## config.mk

```make
export PLATFORM = sky130hd
export DESIGN_NAME = grammar_text_tokenizer
export DESIGN_NICKNAME = d
export VERILOG_FILES = /design/src/rtl/core/gtt_pkg.sv /design/src/rtl/core/gtt_front.sv /design/src/rtl/core/gtt_queue.sv /design/src/rtl/core/gtt_back.sv /design/src/rtl/core/grammar_text_tokenizer.sv
export VERILOG_INCLUDE_DIRS = /design/src /design/src/rtl/core
export SDC_FILE = /design/constraint.sdc
export NUM_CORES = 1
export LEC_CHECK = 0
export ABC_AREA = 1
export BUFFER_PORTS_ARGS = -buffer_cell sky130_fd_sc_hd__buf_4
export CAP_MARGIN = 10
export CORE_ASPECT_RATIO = 0.5
export CORE_MARGIN = 2
export CORE_UTILIZATION = 25
export CTS_BUF_LIST = sky130_fd_sc_hd__clkbuf_16
export DETAILED_ROUTE_END_ITERATION = 16
export HOLD_SLACK_MARGIN = 0.03
export SLEW_MARGIN = 20
export SYNTH_ARGS = -nofsm -noshare
export SYNTH_HDL_FRONTEND = slang
export SYNTH_SLANG_ARGS = --single-unit
```

## constraint.sdc

```tcl
create_clock -name clk -period 8.1 [get_ports clk]
set_clock_uncertainty 0.15 [all_clocks]
set_input_delay 1.62 -clock clk [delete_from_list [all_inputs] [get_ports clk]]
set_output_delay 1.62 -clock clk [all_outputs]
set_load 0.02 [all_outputs]
```

## src/rtl/core/assert_macros.svh

```systemverilog
// Assertion macros used by the tokenizer queue.
`ifndef ASSERT_MACROS_SVH
`define ASSERT_MACROS_SVH
`ifndef SYNTHESIS
`define GTT_ASSERT(lbl, clk, rst_n, prop, msg) \
	lbl: assert property (@(posedge clk) disable iff (!rst_n) (prop)) else $error(msg);
`define GTT_NEVER(lbl, clk, rst_n, cond, msg) \
	lbl: assert property (@(posedge clk) disable iff (!rst_n) !(cond)) else $error(msg);
`else
`define GTT_ASSERT(lbl, clk, rst_n, prop, msg)
`define GTT_NEVER(lbl, clk, rst_n, cond, msg)
`endif
`endif

```

## src/rtl/core/gtt_pkg.sv

```systemverilog
// Types, constants and keyword table of the grammar text tokenizer.
package gtt_pkg;
	localparam int POS_BITS    = 24;
	localparam int NEST_BITS   = 8;
	localparam int KEYWORD_MAX = 8;
	localparam int KW_BITS     = KEYWORD_MAX * 8;
	localparam int KC_BITS     = $clog2(KEYWORD_MAX + 2);
	localparam int OUT_W       = 24;
	localparam int Q_DEPTH     = 4;
	localparam int Q_PTR       = $clog2(Q_DEPTH);

	localparam logic [NEST_BITS-1:0] NEST_MAX = {NEST_BITS{1'b1}};

	localparam logic [4:0] K_EOI      = 5'd0;
	localparam logic [4:0] K_IDENT    = 5'd1;
	localparam logic [4:0] K_QUAL     = 5'd2;
	localparam logic [4:0] K_STRING   = 5'd3;
	localparam logic [4:0] K_ARG      = 5'd4;
	localparam logic [4:0] K_CODE     = 5'd5;
	localparam logic [4:0] K_EQUAL    = 5'd6;
	localparam logic [4:0] K_COLON    = 5'd7;
	localparam logic [4:0] K_COMMA    = 5'd8;
	localparam logic [4:0] K_SEMI     = 5'd9;
	localparam logic [4:0] K_PIPE     = 5'd10;
	localparam logic [4:0] K_LPAREN   = 5'd11;
	localparam logic [4:0] K_RPAREN   = 5'd12;
	localparam logic [4:0] K_RP_OPT   = 5'd13;
	localparam logic [4:0] K_RP_STAR  = 5'd14;
	localparam logic [4:0] K_RP_PLUS  = 5'd15;
	localparam logic [4:0] K_PCTPCT   = 5'd16;
	localparam logic [4:0] K_KW_FIRST = 5'd17;
	localparam logic [4:0] K_UNKNOWN  = 5'd23;

	localparam logic [2:0] E_NONE    = 3'd0;
	localparam logic [2:0] E_KEYWORD = 3'd1;
	localparam logic [2:0] E_CODE    = 3'd2;
	localparam logic [2:0] E_STRING  = 3'd3;
	localparam logic [2:0] E_COMMENT = 3'd4;

	localparam int KW_COUNT = 6;

	typedef enum logic [3:0] {
		M_IDLE, M_IDENT, M_SLASH, M_LINE, M_BLOCK, M_STAR, M_STRING,
		M_CODE_FIRST, M_CODE, M_RPAREN, M_PERCENT, M_KEYWORD
	} mode_t;

	typedef struct packed {
		logic [4:0]       kind;
		logic [OUT_W-1:0] start;
		logic [OUT_W-1:0] length;
		logic [2:0]       err;
	} tok_t;

	// one queue entry holds every token that one byte causes
	typedef struct packed {
		logic two;
		tok_t t0;
		tok_t t1;
	} entry_t;

	function automatic logic [KC_BITS-1:0] kw_len(input logic [2:0] i);
		case (i)
			3'd0:    kw_len = KC_BITS'(3);
			3'd1:    kw_len = KC_BITS'(6);
			3'd2:    kw_len = KC_BITS'(2);
			3'd3:    kw_len = KC_BITS'(8);
			3'd4:    kw_len = KC_BITS'(5);
			3'd5:    kw_len = KC_BITS'(5);
			default: kw_len = '0;
		endcase
	endfunction

	// name bytes little end first, zero padded
	function automatic logic [KW_BITS-1:0] kw_name(input logic [2:0] i);
		case (i)
			3'd0:    kw_name = KW_BITS'(64'h0000_0000_0069_6f65);
			3'd1:    kw_name = KW_BITS'(64'h0000_656e_6966_6564);
			3'd2:    kw_name = KW_BITS'(64'h0000_0000_0000_6669);
			3'd3:    kw_name = KW_BITS'(64'h6567_6175_676e_616c);
			3'd4:    kw_name = KW_BITS'(64'h0000_0074_7261_7473);
			3'd5:    kw_name = KW_BITS'(64'h0000_006e_656b_6f74);
			default: kw_name = '0;
		endcase
	endfunction

	function automatic tok_t mk(input logic [4:0] k, input logic [POS_BITS-1:0] s,
			input logic [POS_BITS-1:0] l, input logic [2:0] e);
		tok_t t;
		t.kind   = k;
		t.start  = OUT_W'(s);
		t.length = OUT_W'(l);
		t.err    = e;
		return t;
	endfunction
endpackage

```

## src/rtl/core/gtt_front.sv

```systemverilog
// Front end: lexer state machine that classifies bytes and builds token entries.
module gtt_front import gtt_pkg::*; (
	input  logic       clk,
	input  logic       arst_n,
	input  logic       take,
	input  logic [7:0] in_byte,
	output logic       wr,
	output entry_t     wr_entry
);
	mode_t                 mode_q, mode_d;
	logic [POS_BITS-1:0]   pos_q, pos_d, begin_q, begin_d;
	logic [NEST_BITS-1:0]  nest_q, nest_d;
	logic                  dq_q, dq_d, brace_q, brace_d, dotf_q, dotf_d;
	logic                  prev_q, prev_d, sdot_q, sdot_d;
	logic [KW_BITS-1:0]    kch_q, kch_d;
	logic [KC_BITS-1:0]    kcnt_q, kcnt_d;

	tok_t                  r [2];
	logic [1:0]            nres;
	logic                  ended, do_idle, letter, alnum;
	logic [POS_BITS-1:0]   len;
	logic [4:0]            ckind;
	logic [7:0]            copen, cclose;

	assign letter = (in_byte >= 8'h41 && in_byte <= 8'h5a) ||
		(in_byte >= 8'h61 && in_byte <= 8'h7a);
	assign alnum  = letter || (in_byte >= 8'h30 && in_byte <= 8'h39);
	assign len    = pos_q - begin_q;
	assign ckind  = brace_q ? K_CODE : K_ARG;
	assign copen  = brace_q ? 8'h7b : 8'h3c;
	assign cclose = brace_q ? 8'h7d : 8'h3e;

	always_comb begin
		logic [4:0] kk;
		logic [2:0] ke;
		kk = K_UNKNOWN;
		ke = E_KEYWORD;
		mode_d  = mode_q;
		pos_d   = pos_q;
		begin_d = begin_q;
		nest_d  = nest_q;
		dq_d    = dq_q;
		brace_d = brace_q;
		dotf_d  = dotf_q;
		prev_d  = prev_q;
		sdot_d  = sdot_q;
		kch_d   = kch_q;
		kcnt_d  = kcnt_q;
		r[0]    = '0;
		r[1]    = '0;
		nres    = 2'd0;
		ended   = 1'b0;
		do_idle = 1'b0;

		case (mode_q)
			M_IDENT: begin
				if (alnum || in_byte == 8'h5f || in_byte == 8'h2e) begin
					if (in_byte == 8'h2e)
						sdot_d = 1'b1;
				end else begin
					r[0] = mk(sdot_q ? K_QUAL : K_IDENT, begin_q, len, E_NONE);
					nres = 2'd1;
					do_idle = 1'b1;
				end
			end
			M_SLASH: begin
				if (in_byte == 8'h2a)
					mode_d = M_BLOCK;
				else if (in_byte == 8'h2f)
					mode_d = M_LINE;
				else begin
					r[0] = mk(K_UNKNOWN, begin_q, POS_BITS'(1), E_NONE);
					nres = 2'd1;
					do_idle = 1'b1;
				end
			end
			M_LINE: begin
				if (in_byte == 8'h00) begin
					r[0] = mk(K_EOI, pos_q, '0, E_NONE);
					nres = 2'd1;
					ended = 1'b1;
				end else if (in_byte == 8'h0a || in_byte == 8'h0d)
					mode_d = M_IDLE;
			end
			M_BLOCK, M_STAR: begin
				if (in_byte == 8'h00) begin
					r[0] = mk(K_EOI, pos_q, '0, E_COMMENT);
					nres = 2'd1;
					ended = 1'b1;
				end else if (in_byte == 8'h2a)
					mode_d = M_STAR;
				else if (in_byte == 8'h2f && mode_q == M_STAR)
					mode_d = M_IDLE;
				else
					mode_d = M_BLOCK;
			end
			M_STRING: begin
				if (in_byte == 8'h00) begin
					r[0] = mk(K_STRING, begin_q, len, E_STRING);
					r[1] = mk(K_EOI, pos_q, '0, E_NONE);
					nres = 2'd2;
					ended = 1'b1;
				end else if (in_byte == (dq_q ? 8'h22 : 8'h27)) begin
					r[0] = mk(K_STRING, begin_q, len + 1'b1, E_NONE);
					nres = 2'd1;
					mode_d = M_IDLE;
				end else if (in_byte == 8'h0a || in_byte == 8'h0d) begin
					r[0] = mk(K_STRING, begin_q, len + 1'b1, E_STRING);
					nres = 2'd1;
					mode_d = M_IDLE;
				end
			end
			M_CODE_FIRST, M_CODE: begin
				mode_d = M_CODE;
				if (mode_q == M_CODE_FIRST && in_byte == 8'h2e) begin
					dotf_d = 1'b1;
					prev_d = 1'b1;
				end else if (in_byte == 8'h00) begin
					r[0] = mk(ckind, begin_q, len, E_CODE);
					r[1] = mk(K_EOI, pos_q, '0, E_NONE);
					nres = 2'd2;
					ended = 1'b1;
				end else if (dotf_q) begin
					if (in_byte == cclose && prev_q) begin
						r[0] = mk(ckind, begin_q, len + 1'b1, E_NONE);
						nres = 2'd1;
						mode_d = M_IDLE;
					end else
						prev_d = (in_byte == 8'h2e);
				end else if (in_byte == cclose) begin
					nest_d = nest_q - 1'b1;
					if (nest_d == '0) begin
						r[0] = mk(ckind, begin_q, len + 1'b1, E_NONE);
						nres = 2'd1;
						mode_d = M_IDLE;
					end
				end else if (in_byte == copen) begin
					if (nest_q == NEST_MAX) begin
						// nesting overflow closes the block here
						r[0] = mk(ckind, begin_q, len + 1'b1, E_CODE);
						nres = 2'd1;
						nest_d = '0;
						mode_d = M_IDLE;
					end else
						nest_d = nest_q + 1'b1;
				end
			end
			M_RPAREN: begin
				if (in_byte == 8'h3f || in_byte == 8'h2a || in_byte == 8'h2b) begin
					if (in_byte == 8'h3f)
						kk = K_RP_OPT;
					else if (in_byte == 8'h2a)
						kk = K_RP_STAR;
					else
						kk = K_RP_PLUS;
					r[0] = mk(kk, begin_q, POS_BITS'(2), E_NONE);
					nres = 2'd1;
					mode_d = M_IDLE;
				end else begin
					r[0] = mk(K_RPAREN, begin_q, POS_BITS'(1), E_NONE);
					nres = 2'd1;
					do_idle = 1'b1;
				end
			end
			M_PERCENT, M_KEYWORD: begin
				if (mode_q == M_PERCENT && in_byte == 8'h25) begin
					r[0] = mk(K_PCTPCT, begin_q, POS_BITS'(2), E_NONE);
					nres = 2'd1;
					mode_d = M_IDLE;
				end else begin
					mode_d = M_KEYWORD;
					if (mode_q == M_PERCENT) begin
						kch_d  = '0;
						kcnt_d = '0;
					end
					if (alnum) begin
						if (kcnt_d < KC_BITS'(KEYWORD_MAX))
							kch_d[kcnt_d[$clog2(KEYWORD_MAX)-1:0]*8 +: 8] = in_byte;
						if (kcnt_d <= KC_BITS'(KEYWORD_MAX))
							kcnt_d = kcnt_d + 1'b1;
					end else begin
						for (int i = 0; i < KW_COUNT; i++) begin
							if (kcnt_d == kw_len(3'(i)) && kch_d == kw_name(3'(i))) begin
								kk = K_KW_FIRST + 5'(i);
								ke = E_NONE;
							end
						end
						r[0] = mk(kk, begin_q, len, ke);
						nres = 2'd1;
						kch_d  = '0;
						kcnt_d = '0;
						do_idle = 1'b1;
					end
				end
			end
			default: do_idle = 1'b1;
		endcase

		if (do_idle) begin
			mode_d = M_IDLE;
			if (in_byte == 8'h00) begin
				r[nres[0]] = mk(K_EOI, pos_q, '0, E_NONE);
				nres = nres + 1'b1;
				ended = 1'b1;
			end else if (!(in_byte == 8'h0d || in_byte == 8'h0a || in_byte == 8'h20 ||
					in_byte == 8'h09 || in_byte == 8'h0c || in_byte == 8'h0b)) begin
				begin_d = pos_q;
				kk = 5'd0;
				case (in_byte)
					8'h3d: kk = K_EQUAL;
					8'h3a: kk = K_COLON;
					8'h2c: kk = K_COMMA;
					8'h3b: kk = K_SEMI;
					8'h7c: kk = K_PIPE;
					8'h28: kk = K_LPAREN;
					8'h2f: mode_d = M_SLASH;
					8'h22, 8'h27: begin
						dq_d = (in_byte == 8'h22);
						mode_d = M_STRING;
					end
					8'h3c, 8'h7b: begin
						brace_d = (in_byte == 8'h7b);
						nest_d  = NEST_BITS'(1);
						dotf_d  = 1'b0;
						prev_d  = 1'b0;
						mode_d  = M_CODE_FIRST;
					end
					8'h29: mode_d = M_RPAREN;
					8'h25: mode_d = M_PERCENT;
					default: kk = K_UNKNOWN;
				endcase
				if (letter) begin
					kk = 5'd0;
					sdot_d = 1'b0;
					mode_d = M_IDENT;
				end
				if (kk != 5'd0) begin
					r[nres[0]] = mk(kk, pos_q, POS_BITS'(1), E_NONE);
					nres = nres + 1'b1;
				end
			end
		end

		if (ended) begin
			mode_d  = M_IDLE;
			pos_d   = '0;
			begin_d = '0;
			nest_d  = '0;
			dq_d    = 1'b0;
			brace_d = 1'b0;
			dotf_d  = 1'b0;
			prev_d  = 1'b0;
			sdot_d  = 1'b0;
			kch_d   = '0;
			kcnt_d  = '0;
		end else
			pos_d = pos_q + 1'b1;
	end

	assign wr          = take && (nres != 2'd0);
	assign wr_entry.two = nres[1];
	assign wr_entry.t0 = r[0];
	assign wr_entry.t1 = r[1];

	always_ff @(posedge clk or negedge arst_n) begin
		if (!arst_n) begin
			mode_q  <= M_IDLE;
			pos_q   <= '0;
			begin_q <= '0;
			nest_q  <= '0;
			dq_q    <= 1'b0;
			brace_q <= 1'b0;
			dotf_q  <= 1'b0;
			prev_q  <= 1'b0;
			sdot_q  <= 1'b0;
			kch_q   <= '0;
			kcnt_q  <= '0;
		end else if (take) begin
			mode_q  <= mode_d;
			pos_q   <= pos_d;
			begin_q <= begin_d;
			nest_q  <= nest_d;
			dq_q    <= dq_d;
			brace_q <= brace_d;
			dotf_q  <= dotf_d;
			prev_q  <= prev_d;
			sdot_q  <= sdot_d;
			kch_q   <= kch_d;
			kcnt_q  <= kcnt_d;
		end
	end
endmodule

```

## src/rtl/core/gtt_queue.sv

```systemverilog
// Short entry queue between the lexer front and the token output.
`include "assert_macros.svh"
module gtt_queue import gtt_pkg::*; (
	input  logic   clk,
	input  logic   arst_n,
	input  logic   wr,
	input  entry_t wr_entry,
	input  logic   rd,
	output entry_t rd_entry,
	output logic   full,
	output logic   empty
);
	entry_t             mem [Q_DEPTH];
	logic [Q_PTR-1:0]   wp_q, rp_q;
	logic [Q_PTR:0]     cnt_q;
	logic               do_wr, do_rd;

	assign full     = (cnt_q == (Q_PTR+1)'(Q_DEPTH));
	assign empty    = (cnt_q == '0);
	assign do_wr    = wr && !full;
	assign do_rd    = rd && !empty;
	assign rd_entry = mem[rp_q];

	always_ff @(posedge clk) begin
		if (do_wr)
			mem[wp_q] <= wr_entry;
	end

	always_ff @(posedge clk or negedge arst_n) begin
		if (!arst_n) begin
			wp_q  <= '0;
			rp_q  <= '0;
			cnt_q <= '0;
		end else begin
			if (do_wr)
				wp_q <= wp_q + 1'b1;
			if (do_rd)
				rp_q <= rp_q + 1'b1;
			cnt_q <= cnt_q + (Q_PTR+1)'(do_wr) - (Q_PTR+1)'(do_rd);
		end
	end

	`GTT_NEVER(a_cnt_range, clk, arst_n, cnt_q > (Q_PTR+1)'(Q_DEPTH), "queue count overflow")
	`GTT_ASSERT(a_cnt_up, clk, arst_n, do_wr && !do_rd |=> cnt_q == $past(cnt_q) + 1'b1, "queue count did not rise")
	`GTT_ASSERT(a_ptr_gap, clk, arst_n, (Q_PTR)'(wp_q - rp_q) == cnt_q[Q_PTR-1:0], "queue pointers disagree with count")
endmodule

```

## src/rtl/core/gtt_back.sv

```systemverilog
// Back end: hands out the one or two tokens of each queue entry in order.
module gtt_back import gtt_pkg::*; (
	input  logic       clk,
	input  logic       arst_n,
	input  entry_t     head,
	input  logic       q_empty,
	input  logic       pop,
	output logic       q_rd,
	output logic [4:0] token_kind,
	output logic [OUT_W-1:0] token_start,
	output logic [OUT_W-1:0] token_length,
	output logic [2:0] error_code,
	output logic       last_of_run
);
	logic sel_q;
	tok_t cur;

	assign cur          = sel_q ? head.t1 : head.t0;
	assign token_kind   = cur.kind;
	assign token_start  = cur.start;
	assign token_length = cur.length;
	assign error_code   = cur.err;
	assign last_of_run  = sel_q || !head.two;
	assign q_rd         = pop && !q_empty && last_of_run;

	// advance to the second token, or drop the entry after its last one
	always_ff @(posedge clk or negedge arst_n) begin
		if (!arst_n)
			sel_q <= 1'b0;
		else if (pop && !q_empty)
			sel_q <= !last_of_run;
	end
endmodule

```

## src/rtl/core/grammar_text_tokenizer.sv

```systemverilog
// Grammar text tokenizer: takes one text byte per cycle (0 ends the input) and
// yields kind, start, length and error of each token. A byte is taken in each
// cycle with push high and full low; the token that a byte completes is written
// to the queue as that byte is taken. One byte can yield two tokens, and those
// leave the output one per cycle while pop is high, so a burst of such bytes is
// paced by the result side and the four-entry queue between the lexer and the output.
module grammar_text_tokenizer import gtt_pkg::*; (
	input  logic             clk,
	input  logic             arst_n,
	input  logic             push,
	output logic             full,
	input  logic [7:0]       in_byte,
	output logic             empty,
	input  logic             pop,
	output logic [4:0]       token_kind,
	output logic [OUT_W-1:0] token_start,
	output logic [OUT_W-1:0] token_length,
	output logic [2:0]       error_code,
	output logic             last_of_run
);
	logic   wr, rd;
	entry_t wr_entry, head;

	gtt_front u_front (
		.clk      (clk),
		.arst_n   (arst_n),
		.take     (push && !full),
		.in_byte  (in_byte),
		.wr       (wr),
		.wr_entry (wr_entry)
	);

	gtt_queue u_queue (
		.clk      (clk),
		.arst_n   (arst_n),
		.wr       (wr),
		.wr_entry (wr_entry),
		.rd       (rd),
		.rd_entry (head),
		.full     (full),
		.empty    (empty)
	);

	gtt_back u_back (
		.clk          (clk),
		.arst_n       (arst_n),
		.head         (head),
		.q_empty      (empty),
		.pop          (pop),
		.q_rd         (rd),
		.token_kind   (token_kind),
		.token_start  (token_start),
		.token_length (token_length),
		.error_code   (error_code),
		.last_of_run  (last_of_run)
	);
endmodule
```

# After elaboration in Yosys (flattened, before gate mapping)
# Memory sizes are Yosys's and may differ from the RTL's.
# Index checks and enable logic that the tools add are counted.
# op_classes
mux	218
eq_ne	59
shifts	2
add_sub_neg	12
magnitude_cmp	10
reduce_logical	60
n_bitwise	1
# ops
cell	n
two-way mux 64 bit	26
two-way mux 56 bit	17
two-way mux 112 bit	5
case mux 56 bit (8 select lines)	1
equality test 64 bit	6
bitwise mux 112 bit	2
two-way mux 4 bit	46
equality test 8 x 6 -> 1 bit, second input constant	16
two-way mux 24 bit	5
case mux 56 bit (2 select lines)	1
two-way mux 51 bit	2
two-way mux 8 bit	12
bitwise mux 64 bit	1
two-way mux 1 bit	64
variable shift 8 x 34 -> 64 bit, first input constant	1
indexed part select 8 x 34 -> 64 bit	1
demux 56 bit (select 1 bit)	1
two-way mux 53 bit	1
adder 24 x 1 -> 24 bit, second input constant	2
equality test 8 x 4 -> 1 bit, second input constant	5
case mux 5 bit (7 select lines)	1
negation 6 -> 34 bit	1
case mux 4 bit (7 select lines)	1
two-way mux 2 bit	13
other kinds (53)	131
# word_totals
out_inout_bits	59
n_memories	1
word_cells	378
ramBits	452
inputBits	12
reg_bits	141
# memory_table
memory	words	width	rd	rd_ports_with_merged_regs	wr	line_no	source
u_queue.mem	4	113	1	0	1	gtt_queue.sv:13	entry_t mem [Q_DEPTH];

# Depth between registers and ports, before layout
# Gate-level depths: netlist of run 1.
# depth
word_depth	23
ltp_mapped	22
ltp_nobuf	22

# Hierarchy
# Synthesis of run 1 repeated with hierarchy kept, for this count alone.
# unflattened
cells_unflattened	3710
area_unflattened_um2	31770.5
# modules_own_cells
mod	area_each_um2	cells_per_inst	instances
gtt_queue	18177.4	1492	1
gtt_front	12741.0	2022	1
gtt_back	842.1	194	1
grammar_text_tokenizer	10.0	2	1

# Least setup slack after synthesis of run 1
# OpenSTA, ideal clock, no wires.
# synth_path
path_kind	input -> register
from	in in_byte[3]
to	mem u_queue.mem[0][100] (netlist bit), enable pin
path_slack_ns	0.361
path_stages	17
required_time_ns	7.417
n_path_buf	1
t_arrival_ns	7.056
cell_sequence	buf_2 > nand2_1 > nor2_4 > nand2_1 > nand3_2 > nand2_1 > nor2_1 > nand3_1 > nor2_2 > nand3_4 > ha_1 > a21oi_1 > nand2_1 > nand2_1 > nand2_2 > nand2_2 > nor2_1
# synth_between
elab_chain_cells	18
elab_cells_between_ends	91
classes_between	1 x add/sub; 6 x order compare; 27 x eq/ne; 34 x mux; 23 x reduce/logical
# synth_rtl
item	line_no	source
from (decl)	grammar_text_tokenizer.sv:12	input logic [7:0] in_byte,
>= comparator 8 x 7 -> 1 bit (tied with other cells)	gtt_front.sv:25	assign letter = (in_byte >= 8'h41 && in_byte <= 8'h5a) ||
logical AND 1 bit, on equally long branches	gtt_front.sv:25, gtt_front.sv:26	
logical OR 1 bit	gtt_front.sv:25	
logical OR 1 bit	gtt_front.sv:27	assign alnum = letter || (in_byte >= 8'h30 && in_byte <= 8'h39);
logical OR 1 bit (2 in series)	gtt_front.sv:57	if (alnum || in_byte == 8'h5f || in_byte == 8'h2e) begin
two-way mux 1 bit	gtt_front.sv:57	
case mux 2 bit (7 select lines)	gtt_front.sv:55	case (mode_q)
adder 2 x 1 -> 2 bit	gtt_front.sv:203, gtt_front.sv:239	
two-way mux 2 bit	gtt_front.sv:237	if (kk != 5'd0) begin
two-way mux 2 bit	gtt_front.sv:205	end else if (!(in_byte == 8'h0d || in_byte == 8'h0a || in_byte == 8'h20 ||
two-way mux 2 bit	gtt_front.sv:201	if (in_byte == 8'h00) begin
two-way mux 2 bit (*)	gtt_front.sv:199	if (do_idle) begin
nonzero test 2 bit (*)	gtt_front.sv:260	assign wr = take && (nres != 2'd0);
logical AND 1 bit (*)	gtt_front.sv:260	
logical AND 1 bit (*)	gtt_queue.sv:20	assign do_wr = wr && !full;
two-way mux 1 bit (*)	gtt_queue.sv:25	if (do_wr)
two-way mux 1 bit (implied by the code) (*)	gtt_queue.sv:26	mem[wp_q] <= wr_entry;
to (decl)	gtt_queue.sv:13	
# Every way passes the cells marked *; elsewhere a longest branch is shown, timed or not. The select of a mux whose other input is x is not followed.

# Final worst setup path of run 1
# layout_path
from	reg u_queue.rp_q[1]
to	out token_start[4]
# layout_between
elab_chain_cells	2
# layout_rtl
item	line_no	source
from (decl)	gtt_queue.sv:14	logic [Q_PTR-1:0] wp_q, rp_q;
from (signal assigned)	gtt_queue.sv:38	rp_q <= rp_q + 1'b1;
memory read (4 x 113 bit)	--	
two-way mux 56 bit	gtt_back.sv:18	assign cur = sel_q ? head.t1 : head.t0;
to (decl)	grammar_text_tokenizer.sv:16	output logic [OUT_W-1:0] token_start,
# Every way passes these cells.

==> run metrics, run 1 <==
R2R cell count 15; initial DRC count 1989; share of the yosys chip area belonging to registers 0.527; area share of xor/xnor cells in the synthesized design 0.00660; DR vias 22300; synthesized area per cell 8.41 um2; vias in the first global route 21300; Comb power frac 0.537; kind of critical path reg -> out; Routed Antenna Nets 0; GPL Wtd Cong 0.915; commonest non-fill, non-tap cell in the layout nand2_1; row count 84; clk root buf clkbuf_16; status completed; slew of the pin with the lowest slew margin 0.990 ns; Max Cap Violations 0; dpl hpwl 56000 um; worst skew pair latency 0.64 ns; Mapped Cells 3154; Starting Density 0.252; area of the core 105000 um2; Final nets 3229; Final Cycle Share 0.660; Fmax 187 MHz; routed len/inst 17.6 um; switch share 0.492; I/O pin count 71; Ys Warns 0; Setup-failing EPs final 0; # DRC 0; share of cells above drive strength 1 0.0861; CP Data Required Time 6.33 ns; initial antenna violation count 5; Max-slew headroom 0.339; fin worst setup slack 2.76 ns; Die H 234 um; synthesized flop and latch total 489; Synth Area in Simple Gates 0.243; GRT Overall Usage 0.146; Vias/cell 4.81; first-pass GRT wire length 126000 um; Unique masters post-synth 57; clk slew on worst S/H paths 0.06 ns; internal power 6.85 mW; largest family of logic cells by synthesized area simple AND/OR/NAND/NOR gates; Clk pwr share 0.168; Hold Vio Cnt, Final 0; Max VDD drop 216 uV; max-slew violation count 0; mux cell area share after synthesis 0; hold buffer count at CTS 0; WHS 0.332 ns; largest net degree at the start of global routing 122; hold path cells 2; IO buf count 70; Crit. End Element output pin; area growth from synthesis to layout 13.7%; Post-CTS Setup Repair Bufs 0; Data arrival, critical path 3.57 ns; final wirelength 81700 um; Syn Std Cell Area 26500 um2; fin crit period 5.34 ns; Die X 465 um; CTS tree done; Filler Cell Count 11100; First-pass DRT Iterations 6; Die ar. 109000 um2; clock sinks 489; Net Sw Power 6.63 mW; Post-Place Setup Slack 2.27 ns; RSZ-0062 raised after global routing no; multi-input logic area 10700 um2; Pwr Density 447 nW/um2; CP max FO 46; most frequent cells in the layout 597 x nand2_1, 570 x nor2_1, 348 x edfxtp_1, 339 x inv_1, 320 x o21ai_0; share of flip-flops with an asynchronous set or reset 0.288; H-tree Lvls 2; Setup TNS Final 0 ns; GRT overflow 0; Post-CTS Resized 0; Adder-Cell Fraction of Synth Area 0.0204; sequential share of power 0.295; register area 14000 um2; min-delay worst type reg -> reg; startpoint types flip-flop; Post-synth top flop edfxtp_1; Leak 12.1 nW; deepest clock path buffer count 3; number of synthesized flops with an enable pin 348; syn nets 3208; Num CTS Buffers 52; Compound-Gate Fraction of Synth Area 0.134
sequential cells by signal, summed over array words and instances (netlist names):
| signal | count |
|---|---|
| u_queue.mem | 348 |
| u_front.kch_q | 64 |
| u_front.begin_q | 24 |
| u_front.pos_q | 24 |
| u_front.nest_q | 8 |
| u_front.kcnt_q | 4 |
| u_front.mode_q | 4 |
| u_queue.cnt_q | 3 |
| u_queue.rp_q | 2 |
| u_queue.wp_q | 2 |
| u_back.sel_q | 1 |
| u_front.brace_q | 1 |
| u_front.dotf_q | 1 |
| u_front.dq_q | 1 |
| u_front.prev_q | 1 |
| u_front.sdot_q | 1 |
cells in the mapped netlist, types with 3 or more instances:
library cell / count / area share
nand2_1: 598 / 0.085
nor2_1: 574 / 0.081
edfxtp_1: 348 / 0.39
inv_1: 323 / 0.046
o21ai_0: 320 / 0.060
nand3_1: 157 / 0.030
dfrtp_1: 141 / 0.13
clkbuf_1: 96 / 0.014
a21oi_1: 78 / 0.015
nand4_1: 52 / 0.012
o22ai_1: 52 / 0.012
nor3_1: 45 / 0.0085
ha_1: 40 / 0.019
a31oi_1: 33 / 0.0078
o211ai_1: 29 / 0.0082
o21ai_1: 29 / 0.0055
nand2_2: 23 / 0.0054
inv_2: 18 / 0.0025
o211ai_2: 18 / 0.0085
xor2_1: 17 / 0.0056
buf_2: 16 / 0.0030
nor4_1: 13 / 0.0031
o31ai_1: 13 / 0.0037
o2111ai_1: 12 / 0.0040
buf_1: 11 / 0.0016
nor2_2: 11 / 0.0026
nand3_2: 10 / 0.0038
nor2_4: 7 / 0.0030
buf_4: 6 / 0.0017
nor3b_1: 6 / 0.0017
a211oi_1: 5 / 0.0014
o32ai_1: 5 / 0.0016
a22oi_1: 4 / 0.0011
buf_6: 4 / 0.0017
nand3b_1: 4 / 0.0011
o41ai_1: 4 / 0.0013
nor3_2: 3 / 0.0011
xnor2_1: 3 / 0.00099
power by group through the flow:
stage	Sequential, mW	Clock [mW]	Combinational [mW]
3_5_place_dp	4.02	0	7.21
4_1_cts	3.97	2.32	7.25
5_1_grt	4.04	2.42	8.03
6_report	3.97	2.26	7.25
2_1_floorplan	3.90	0	4.88
3_3_place_gp	4.01	0	7.17
area by class of cell:
type	instances	area share
flip-flops and latches	489	0.463
multi-input cells	2190	0.356
well taps	1419	0.0588
clock buffers	52	0.0431
inverters	342	0.0427
repair buffers	100	0.0262
clock inverters	46	0.00991
diodes	2	0.000166
metal layers:
metal / routed length [um] / track usage / vias to the layer above
met3: 4450 / 0.0227 / 122
met4: 1790 / 0.0391 / 6
met2: 38500 / 0.247 / 616
met1: 36900 / 0.196 / 10800
met5: 41 / 0 / -
li1: - / - / 10700
cell families (layout without fill, tap and decap cells):
family / count (synthesis) / count (layout)
buffers and inverters: 475 / 540
XOR/XNOR: 20 / 20
other: 0 / 2
AO/OA/AOI/OAI: 613 / 613
adder cells (fa/ha/maj): 42 / 42
flip-flops: 489 / 489
AND/OR/NAND/NOR: 1515 / 1515
stage by stage:
step	power, mW	std cells	instance area (um2)	utilization
after floorplan	8.79	3154	26500	-
after global placement	11.2	4540	28600	0.272
after detailed placement	11.2	4540	28600	0.272
after CTS	13.5	4638	30200	0.287
after global routing	14.5	4639	30200	0.287
final	13.5	4640	30200	0.287
worst paths after layout:
path,to,slack (ns),from
worst max-delay path,token_start[4],2.76,u_queue.rp_q[1]$_DFFE_PN0P_
worst min-delay path,u_front.kch_q[45]$_DFFE_PN0P_,0.33,u_front.kch_q[45]$_DFFE_PN0P_
worst max register to register,u_queue.mem[3][95]$_DFFE_PP_,3.53,u_front.mode_q[0]$_DFFE_PN0P_
worst min register to register,u_front.kch_q[45]$_DFFE_PN0P_,0.33,u_front.kch_q[45]$_DFFE_PN0P_
max in group asynchronous,u_queue.rp_q[0]$_DFFE_PN0P_,5.72,arst_n
min in group asynchronous,u_front.kch_q[55]$_DFFE_PN0P_,0.78,arst_n
critical path, stage by stage (launching register included):
cell,delay [ns]
dfrtp_4,0.71
inv_2,0.66
buf_4,0.53
o21ai_0,0.19
o22ai_1,0.17
nor2_1,0.07
a31oi_1,0.35
buf_4,0.23
No activity file was read; power rests on OpenSTA's default activity.
==> run 2, diff against run 1 <==
==> constraint.sdc (replaced) <==
create_clock -name clk -period 5.18 [get_ports clk]
set_clock_uncertainty 0.15 [all_clocks]
set_input_delay 1.036 -clock clk [delete_from_list [all_inputs] [get_ports clk]]
set_output_delay 1.036 -clock clk [all_outputs]
set_load 0.02 [all_outputs]
==> run metrics, run 2 (synthesis gave the netlist of run 1 again) <==
min-delay worst type in -> async; register area 14000 um2 (unchanged); Starting Density 0.252 (unchanged); Pwr Density 698 nW/um2 (+56%); origin of the critical flop-to-flop path u_front.nest_q[0]$_DFFE_PN0P_; Die X 465 um (unchanged); CTS tree done; vias in the first global route 21500 (+1.1%); Vias/cell 4.84 (+0.69%); multi-input logic area 10700 um2 (unchanged); area of the core 105000 um2 (unchanged); startpoint types flip-flop; Final nets 3261 (+0.99%); kind of critical path reg -> out; Layout Cells excl Fill 4666 (+0.56%); deepest clock path buffer count 3 (unchanged); I/O pin count 71 (unchanged); Post-CTS Resized 0 (unchanged); DR vias 22600 (+1.2%); fin worst setup slack 0.582 ns (-2.18 ns); Hold Vio Cnt, Final 0 (unchanged); Post-Place Setup Slack 0.256 ns (-2.02 ns); Final Cycle Share 0.888; H-tree Lvls 2 (unchanged); CP Data Required Time 3.99 ns (-2.34 ns); share of cells above drive strength 1 0.0967 (+0.0107); Data arrival, critical path 3.41 ns (-0.16 ns); Register-to-Register Setup Slack 1.03 ns (-2.50 ns); CP max FO 47 (+2.2%); most frequent cells in the layout 597 x nand2_1, 570 x nor2_1, 348 x edfxtp_1, 331 x inv_1, 320 x o21ai_0; # DRC 0 (unchanged); First-pass DRT Iterations 5 (-1); Fmax 217 MHz; max-slew violation count 0 (unchanged); RSZ-0062 raised after global routing no; initial DRC count 2003 (+0.70%); fin crit period 4.60 ns; R2R cell count 20 (+5); dpl hpwl 59000 um (+5.4%); total power 21.4 mW (+59%); largest net degree at the start of global routing 137 (+12%); Crit. End Element output pin; hold buffer count at CTS 0 (unchanged); WHS 0.333 ns (+0.000916 ns); clock sinks 489 (unchanged); Die H 234 um (unchanged); Max VDD drop 314 uV (+45%); r2r endpoint u_queue.mem[3][81]$_DFFE_PP_; area growth from synthesis to layout 15.6%; GPL Wtd Cong 0.938 (+2.5%); IO buf count 70 (unchanged); Post-CTS Setup Repair Bufs 0 (unchanged); clk slew on worst S/H paths 0.07 ns (about the same); slowest cell delay on critical path 1.08 ns (+0.37 ns); DP Cell Count 4573 (+0.73%); GRT overflow 0 (unchanged); GRT Overall Usage 0.151 (+0.00451); first-pass GRT wire length 129000 um (+2.1%); Max Cap Violations 0 (unchanged); ANT cells 0 (-2); initial antenna violation count 4 (-1); Num CTS Buffers 51 (-1.9%); Routed Antenna Nets 0 (unchanged); row count 84 (unchanged); max FFs per register 348 (unchanged); final wirelength 83700 um (+2.5%); commonest non-fill, non-tap cell in the layout nand2_1; worst skew pair latency 0.64 ns (about the same); Most flops, register u_queue.mem; Die ar. 109000 um2 (unchanged); biggest regs u_queue.mem (348), u_front.kch_q (64); routed len/inst 17.9 um (+1.9%); Filler Cell Count 11100 (-0.47%); Leak 12.3 nW (+1.8%); Max-slew headroom 0.248 (-0.0901); clk root buf clkbuf_16; worst-path cell chain inv_2 -> a31oi_1 -> buf_4; Setup-failing EPs final 0 (unchanged); CP max-delay cell dfrtp_1; slew of the pin with the lowest slew margin 1.12 ns (+0.129 ns); status completed
run 2: cell types whose count changed in the layout (fill, tap and decap cells not counted), sizes merged:
cell | previous run | this run
inv | 360 | 355
bufinv | 2 | 5
clkinv | 25 | 22
clkbuf | 52 | 51
diode | 2 | 0
clkinvlp | 1 | 2
buf | 100 | 133
run 2: critical path: cells and delay by family (launching register included):
kind | cells | cell delay, ns
flops | 1 | 1.08
compound gates | 1 | 0.72
buf+inv | 2 | 0.98
run 2: layout make-up:
class,count,share of cell area
well taps,1419,0.0579
clock inverters,42,0.0131
inverters,342,0.0419
multi-input cells,2190,0.350
clock buffers,51,0.0416
repair buffers,133,0.0396
flip-flops and latches,489,0.456
run 2: worst max-delay path by stage:
stage,start,end,slack (ns),cells past startpoint
2_1_floorplan,in_byte[3],u_queue.mem[0][100]$_DFFE_PP_,-0.53,17
3_3_place_gp,in_byte[7],u_queue.mem[3][58]$_DFFE_PP_,0.29,19
3_5_place_dp,in_byte[7],u_queue.mem[3][29]$_DFFE_PP_,0.26,19
4_1_cts,u_back.sel_q$_DFFE_PN0P_,token_kind[1],0.54,3
5_1_grt,u_back.sel_q$_DFFE_PN0P_,token_kind[1],0.52,3
6_report,u_back.sel_q$_DFFE_PN0P_,token_kind[1],0.58,3
run 2: metrics by stage:
step / util / setup TNS, ns / area [um2]
2_1_floorplan: - / -184.41 / 26600
3_5_place_dp: 0.276 / 0 / 29000
6_report: 0.292 / 0 / 30700
4_1_cts: 0.292 / 0 / 30700
3_3_place_gp: 0.276 / 0 / 29000
5_1_grt: 0.292 / 0 / 30700
run 2: per-layer routing:
| layer | global-route usage | part of all wire | vias to the layer above |
|---|---|---|---|
| li1 | - | - | 10800 |
| met1 | 0.207 | 0.45 | 10900 |
| met2 | 0.247 | 0.46 | 773 |
| met3 | 0.0232 | 0.063 | 131 |
| met4 | 0.0424 | 0.023 | 4 |
| met5 | 0 | 0.00027 | - |
run 2: where the power goes:
| group | internal (mW) | switching (mW) |
|---|---|---|
| sequential | 5.64 | 0.574 |
| clock | 2.07 | 1.63 |
| combinational | 3.34 | 8.16 |
| total | 11.1 | 10.4 |
